[src/design/wap_pkg.sv]
// ----------------------------------------------------------------------------
// wap_pkg
// Shared sizes, codes and transaction types for the waveform autoscale block.
// ----------------------------------------------------------------------------
package wap_pkg;

	localparam int PERIOD_POINTS = 256;
	localparam int FRAME_POINTS  = 3 * PERIOD_POINTS;
	localparam int CNT_W         = $clog2(FRAME_POINTS + 1);
	localparam int ADDR_W        = $clog2(FRAME_POINTS);
	localparam int SAMPLE_W      = 16;
	localparam int PIX_W         = 8;
	localparam int PROD_W        = SAMPLE_W + PIX_W;
	localparam int STEP_W        = $clog2(PIX_W);
	localparam int CFG_IDX_W     = 1;
	localparam int CFG_DATA_W    = 8;

	localparam logic [CNT_W-1:0] FRAME_CNT   = CNT_W'(FRAME_POINTS);
	localparam logic [CNT_W-1:0] PERIOD_CNT  = CNT_W'(PERIOD_POINTS);
	localparam logic [CNT_W-1:0] PERIOD2_CNT = CNT_W'(2 * PERIOD_POINTS);

	localparam logic [PIX_W-1:0]           HEIGHT_RESET = 8'd210;
	localparam logic signed [SAMPLE_W-1:0] MIN_RESET    = 16'sd32767;
	localparam logic signed [SAMPLE_W-1:0] MAX_RESET    = -16'sd32767;

	localparam logic [CFG_IDX_W-1:0] REG_MODE   = 1'b0;
	localparam logic [CFG_IDX_W-1:0] REG_HEIGHT = 1'b1;

	localparam logic KIND_LOAD = 1'b0;
	localparam logic KIND_EMIT = 1'b1;

	typedef struct packed {
		logic                       kind;
		logic signed [SAMPLE_W-1:0] sample;
	} in_item_t;

	typedef struct packed {
		logic [PIX_W-1:0] pixel;
		logic             last_pixel;
	} out_item_t;

	typedef struct packed {
		logic                       start;
		logic signed [SAMPLE_W-1:0] sample;
		logic signed [SAMPLE_W-1:0] min;
		logic [SAMPLE_W-1:0]        span;
		logic [PIX_W-1:0]           height;
	} scale_req_t;

	typedef struct packed {
		logic             done;
		logic [PIX_W-1:0] pixel;
	} scale_rsp_t;

endpackage

[src/design/wap_scale.sv]
// ----------------------------------------------------------------------------
// wap_scale
// Pixel scaler: subtract, multiply by height, then an 8-step restoring divide
// by the span with a final clamp to the height.
// ----------------------------------------------------------------------------
module wap_scale (
	input  logic                clk,
	input  logic                arst_n,
	input  wap_pkg::scale_req_t req,
	output wap_pkg::scale_rsp_t rsp
);
	import wap_pkg::*;

	typedef enum logic [4:0] {
		SC_IDLE = 5'b00001,
		SC_MUL  = 5'b00010,
		SC_PRE  = 5'b00100,
		SC_DIV  = 5'b01000,
		SC_FIN  = 5'b10000
	} sc_state_t;

	sc_state_t           state_q;
	logic [STEP_W-1:0]   step_q;
	logic                done_q;
	logic [SAMPLE_W-1:0] diff_q;
	logic [SAMPLE_W-1:0] span_q;
	logic [PIX_W-1:0]    h_q;
	logic [PROD_W-1:0]   prod_q;
	logic [SAMPLE_W-1:0] rem_q;
	logic [PIX_W-1:0]    quo_q;
	logic                ovf_q;
	logic [PIX_W-1:0]    pixel_q;

	logic [SAMPLE_W-1:0] diff;
	logic [SAMPLE_W:0]   trial;
	logic [SAMPLE_W:0]   trial_sub;
	logic                fits;
	logic [SAMPLE_W-1:0] rem_nxt;

	assign diff      = req.sample - req.min;
	assign trial     = {rem_q, quo_q[PIX_W-1]};
	assign trial_sub = trial - {1'b0, span_q};
	assign fits      = trial >= {1'b0, span_q};
	assign rem_nxt   = fits ? trial_sub[SAMPLE_W-1:0] : trial[SAMPLE_W-1:0];

	always_ff @(posedge clk or negedge arst_n) begin
		if (!arst_n) begin
			state_q <= SC_IDLE;
			step_q  <= '0;
			done_q  <= 1'b0;
		end else begin
			done_q <= 1'b0;
			case (state_q)
				SC_IDLE: begin
					if (req.start) begin
						state_q <= SC_MUL;
					end
				end
				SC_MUL: begin
					state_q <= SC_PRE;
				end
				SC_PRE: begin
					step_q  <= '0;
					state_q <= SC_DIV;
				end
				SC_DIV: begin
					step_q <= step_q + 1'b1;
					if (step_q == STEP_W'(PIX_W - 1)) begin
						state_q <= SC_FIN;
					end
				end
				SC_FIN: begin
					done_q  <= 1'b1;
					state_q <= SC_IDLE;
				end
				default: begin
					state_q <= SC_IDLE;
				end
			endcase
		end
	end

	always_ff @(posedge clk) begin
		case (state_q)
			SC_IDLE: begin
				diff_q <= diff;
				span_q <= req.span;
				h_q    <= req.height;
			end
			SC_MUL: begin
				prod_q <= PROD_W'(diff_q) * PROD_W'(h_q);
			end
			SC_PRE: begin
				ovf_q <= prod_q[PROD_W-1:PIX_W] >= span_q;
				rem_q <= prod_q[PROD_W-1:PIX_W];
				quo_q <= prod_q[PIX_W-1:0];
			end
			SC_DIV: begin
				rem_q <= rem_nxt;
				quo_q <= {quo_q[PIX_W-2:0], fits};
			end
			SC_FIN: begin
				pixel_q <= (ovf_q || quo_q > h_q) ? h_q : quo_q;
			end
			default: begin
				pixel_q <= pixel_q;
			end
		endcase
	end

	assign rsp.done  = done_q;
	assign rsp.pixel = pixel_q;

endmodule

[config.mk]
export PLATFORM = sky130hd
export DESIGN_NAME = wap_scale
export DESIGN_NICKNAME = d
export VERILOG_FILES = /design/src/design/wap_pkg.sv /design/src/design/wap_scale.sv
export SDC_FILE = /design/constraint.sdc
export NUM_CORES = 1
export LEC_CHECK = 0
export ABC_AREA = 1
export BUFFER_PORTS_ARGS = -buffer_cell sky130_fd_sc_hd__buf_4
export CORE_MARGIN = 4
export CORE_UTILIZATION = 55
export DETAILED_ROUTE_END_ITERATION = 8
export HOLD_SLACK_MARGIN = 0.06
export PLACE_DENSITY = 0.8
export SYNTH_ARGS = -nofsm -noshare
export SYNTH_HDL_FRONTEND = slang
export SYNTH_SLANG_ARGS = --single-unit
export TNS_END_PERCENT = 100
[constraint.sdc]
create_clock -name clk -period 6.1 [get_ports clk]
set_input_delay 0.915 -clock clk [delete_from_list [all_inputs] [get_ports clk]]
set_output_delay 0.915 -clock clk [all_outputs]
set_load 0.02 [all_outputs]
[Word-level counts from Yosys, hierarchy flattened]
Index checks and enable logic that the tools add are counted.
Operators by class
  $add $sub $neg: 3
  multipliers: 1
  order comparisons: 3
  eq/ne operators: 8
  multiplexer cells: 9
  reductions and logical operators: 3
Operators with widths (number)
  $pmux W16 S2: 1
  $sub A16 B16 Y16: 2
  $mul A16 B8 Y24: 1
  $pmux W5 S4: 1
  $ge A17 B16 Y1: 1
  $ge A16 B16 Y1: 1
  $mux W16: 1
  $pmux W8 S2: 1
  $mux W5: 2
  $gt A8 B8 Y1: 1
  $mux W8: 1
  $pmux W3 S2: 1
  $eq A5 B1 Y1 const B: 1
  $eq A5 B2 Y1 const B: 1
  $eq A5 B3 Y1 const B: 1
  $eq A5 B4 Y1 const B: 1
  $eq A5 B5 Y1 const B: 1
  $ne A2 B2 Y1 const B: 2
  $add A3 B1 Y3 const B: 1
  $eq A3 B3 Y1 const B: 1
  $reduce_and A2 Y1: 1
  $reduce_bool A2 Y1: 1
  $logic_or A1 B1 Y1: 1
  $mux W1: 1
Word-level totals
  register bits after elaboration: 106
  input port bits: 59
  output and inout port bits: 9
  logic and storage cells: 38

[Logic depth before layout (Yosys ltp)]
  depth after elaboration: 3
  gate-level depth with buffers: 23
  depth with buffers taken out: 21

[Least setup slack after synthesis]
No wires, ideal clock.
  kind: register to register
  start: register h_q[7]
  end: register prod_q[16], data pin
  library setup time: 252 ps
  arrival: 4314 ps
  required time: 5848 ps
  path slack: 1534 ps
  stages on the path, launching flop included: 22
  path buffers: 2
  clock period less this slack: 4566 ps
  cell sequence: edfxtp_1 -> clkbuf_1 -> clkbuf_1 -> nand2_1 -> fa_1 -> fa_1 -> inv_1 -> fa_1 -> inv_1 -> fa_1 -> inv_1 -> ha_1 -> a21oi_1 -> nor2_1 -> nor2_1 -> nand2_1 -> nand2_1 -> nand2_1 -> nand2_1 -> nand2_1 -> nand2_1 -> nand2_1
On the way
  cells in the longest elaborated chain, start to end: 1
RTL lines
  start: declaration: RTL line wap_scale.sv:27  | logic [PIX_W-1:0] h_q;
  start signal: assignment: RTL line wap_scale.sv:88  | h_q <= req.height;
  $mul A16 B8 Y24: RTL line wap_scale.sv:91  | prod_q <= PROD_W'(diff_q) * PROD_W'(h_q);
  end signal: assignment: RTL line wap_scale.sv:91
  end: declaration: RTL line wap_scale.sv:28  | logic [PROD_W-1:0] prod_q;
No other way between the ends.
A chain may end at the register's enable or synchronous reset.

[Worst setup path in the final report]
Ends and elaborated chain as after synthesis.

==> flow_summary.ini <==
[run_status]
outcome = finished clean

[global_route]
grt_max_degree = 30
grt_pass1_vias = 8951
grt_overflow_total = 0
antenna_found_initial = 0
grt_util_all_layers_pct = 22.7
grt_pass1_wl_mm = 41.1

[timing]
grt_setup_unrepaired = no
fmax_mhz = 204
hold_ws_ns = 0.356
slew_headroom_pct = 23.0
drv_slew = 0
worstMarginPinSlew_ns = 1.15
setup_viol_count_final = 0
clock_skew_ns = 0.0146
period_share_pct = 80.5
setup_tns_ns = 0
fin_crit_ns = 4.91
hold_viol_final = 0

[cts]
cts.sinks = 106
cts_root_buffer = clkbuf_16
cts_setup_buffers = 0
htreeDepth = 3
cts.path.max_buffers = 2
cts_hold_buf = 0
tritoncts = yes
clkLatencyLatePin_ns = 0.36
cts.clk_slew.worst_paths_ns = 0.08
cts_resized = 0
cts_buffers = 9

[synthesis]
avgSynthCellArea_um2 = 7.77
synth_edf_count = 97
seq_area_frac_synth_pct = 28.7
synth_simple_gate_area_share_pct = 23.0
ys_seq_elements = 106
synth_compound_area_share_pct = 4.58
yosys.cell_types.count = 41
synthMuxAreaShare_pct = 0
synth_ff_type = edfxtp_1
synth_top_family_by_area = adder cells
yosys.area.top_type_share_pct = 26.7
synth.most_common_cell = nand2_1
synthXorXnorAreaFrac_pct = 2.73
syn_area_um2 = 10900
synth_commonest_cells = nand2_1, inv_1, ha_1
synth_area_leaders = edfxtp_1, fa_1, nand2_1
syn-num-nets = 1652
yosys.area.top_type = edfxtp_1
ys_async_sr_fraction_pct = 8.49
synth_cells = 1406
ys_warn_count = 0
synthAdderAreaFrac_pct = 27.3

[critical_path]
startpoint_type = flip-flop
r2r_cells = 19
rr_endpoint = prod_q[16]
timing.critical_path.to_type = flip-flop
cp-startpoint = h_q[7]
critPathSlowestCell = edfxtp_1
critical_path.max_stage_delay_ns = 0.75
critPathRequiredTime_ns = 6.22
path_max_fanout = 18
cp_cell_sequence = nand2_1 -> fa_1 -> fa_1 -> inv_1 -> fa_1 -> inv_1 -> fa_1 -> inv_1 -> ha_1 -> a21oi_1 -> nor2_1 -> nor2_1 -> nand2_1 -> nand2_1 -> nand2_1 -> nand2_1 -> nand2_1 -> nand2_1 -> nand2_1
worstSetupEndpoint = prod_q[16]
r2r-start = h_q[7]
worst_path_most_repeated_cell = nand2_1
r2r_slack_ns = 1.19
worstPathArrival_ns = 5.03
crit_type = reg2reg

[floorplanning]
die_area_um2 = 22200
die_w_um = 149
coreArea_um2 = 19500
initial_core_util_pct = 55.9
io_pins = 68
die_y_um = 149
rows = 51

[layout]
layout-drive-gt1-share_pct = 7.58
nFillCells = 1724
nNetsFinal = 1692
antenna_cells = 0
finalCoreUtilization_pct = 61.1
fin_area_um2 = 11900
synthToLayoutAreaGrowth_pct = 9.23

[place]
gp_congestion = 0.888
place_area_um2 = 11600
port_buffers = 67
dp_hpwl_mm = 19.3

[routing]
drc = 0
via_per_inst = 5.11
detail-route-antenna-nets = 0
wire_per_inst_um = 13.9
vias = 8761
drtPass1Iterations = 5
drt-total-wl_mm = 23.8
drt_first_iter_violations = 595

[min_path]
holdCritPathClass = in2async

[run]
max-cap-violations = 0
-- routing by layer --
metal  routed length, um  vias up  GRT usage (%)
li1                    -     4363              -
met1               10200     4056           29.2
met2               11700      290           39.4
met3                1070       52           2.95
met4                 805        0           8.33
met5                   0        -              0
-- logic make-up (layout without fill, tap and decap cells) --
| group | Yosys count | in the layout |
|---|---|---|
| adders and majority gates | 187 | 187 |
| DFF | 106 | 106 |
| AOI/OAI and AO/OA | 90 | 90 |
| xor gates and xnor gates | 34 | 34 |
| buffers and inverters | 392 | 437 |
| and+or+nand+nor | 597 | 597 |
-- critical path, delay by kind of cell, from the launching register on --
kind / cells / cell delay [ns]
fa+ha+maj: 5 / 2.50
buf+inv: 3 / 0.16
flops: 1 / 0.75
compound gates: 1 / 0.29
simple gates: 10 / 0.95
-- final cells by class --
| class | count | area [um2] | area share [%] |
|---|---|---|---|
| multi-input combinational | 908 | 6310 | 52.8 |
| sequential | 106 | 3140 | 26.3 |
| inverter | 350 | 1310 | 11.0 |
| timing repair buffer | 71 | 533 | 4.47 |
| tap | 265 | 332 | 2.78 |
| clock buffer | 9 | 225 | 1.89 |
| clock inverter | 7 | 83.8 | 0.703 |
-- worst min-delay path by stage --
| stage | endpoint | slack, ns | depth (start not counted) |
|---|---|---|---|
| after CTS | done_q | 0.35 | 1 |
| after floorplan | state_q[2] | 0.43 | 1 |
| after global routing | step_q[2] | 0.35 | 1 |
| final | done_q | 0.36 | 1 |
| after global placement | step_q[0] | 0.47 | 1 |
| after detailed placement | step_q[0] | 0.50 | 1 |
-- registers in the layout, summed over array words and instances, names as in the netlist --
signal	cells
diff_q	16
done_q	1
h_q	8
ovf_q	1
pixel_q	8
prod_q	24
quo_q	8
rem_q	16
span_q	16
state_q	5
step_q	3
-- placed cells by master, fill, tap and decap left out, types with 2 or more instances in the layout --
cell | netlist | layout
nand2_1 | 415 | 415
inv_1 | 347 | 347
ha_1 | 101 | 101
edfxtp_1 | 97 | 97
fa_1 | 86 | 86
nand3_1 | 75 | 75
buf_4 | 2 | 71
a21oi_1 | 51 | 51
nor2_1 | 51 | 50
xor2_1 | 23 | 23
o21ai_0 | 18 | 18
nand3b_1 | 13 | 13
nand4_1 | 11 | 11
xnor2_1 | 11 | 11
clkbuf_16 | 0 | 9
nor3_1 | 8 | 8
dfrtp_1 | 8 | 8
o21bai_1 | 6 | 6
nor2_2 | 6 | 6
a21o_1 | 5 | 5
nand2_2 | 5 | 5
nor2_4 | 2 | 3
o21a_1 | 3 | 3
nor4_1 | 4 | 3
inv_8 | 0 | 3
a31oi_1 | 2 | 2
inv_2 | 2 | 2
nand3_2 | 2 | 2
nand2_4 | 2 | 2
o211ai_1 | 2 | 2
-- stage by stage --
stage               worst slack [ns]  std cells
global placement                1.50       1700
global route                   0.929       1716
finish                          1.19       1716
floorplan                       1.53       1406
detailed placement              1.34       1700
CTS                             1.23       1716
Power is not shown: default switching activity piles up to over one toggle a cycle in this logic, so the estimate is an artifact.
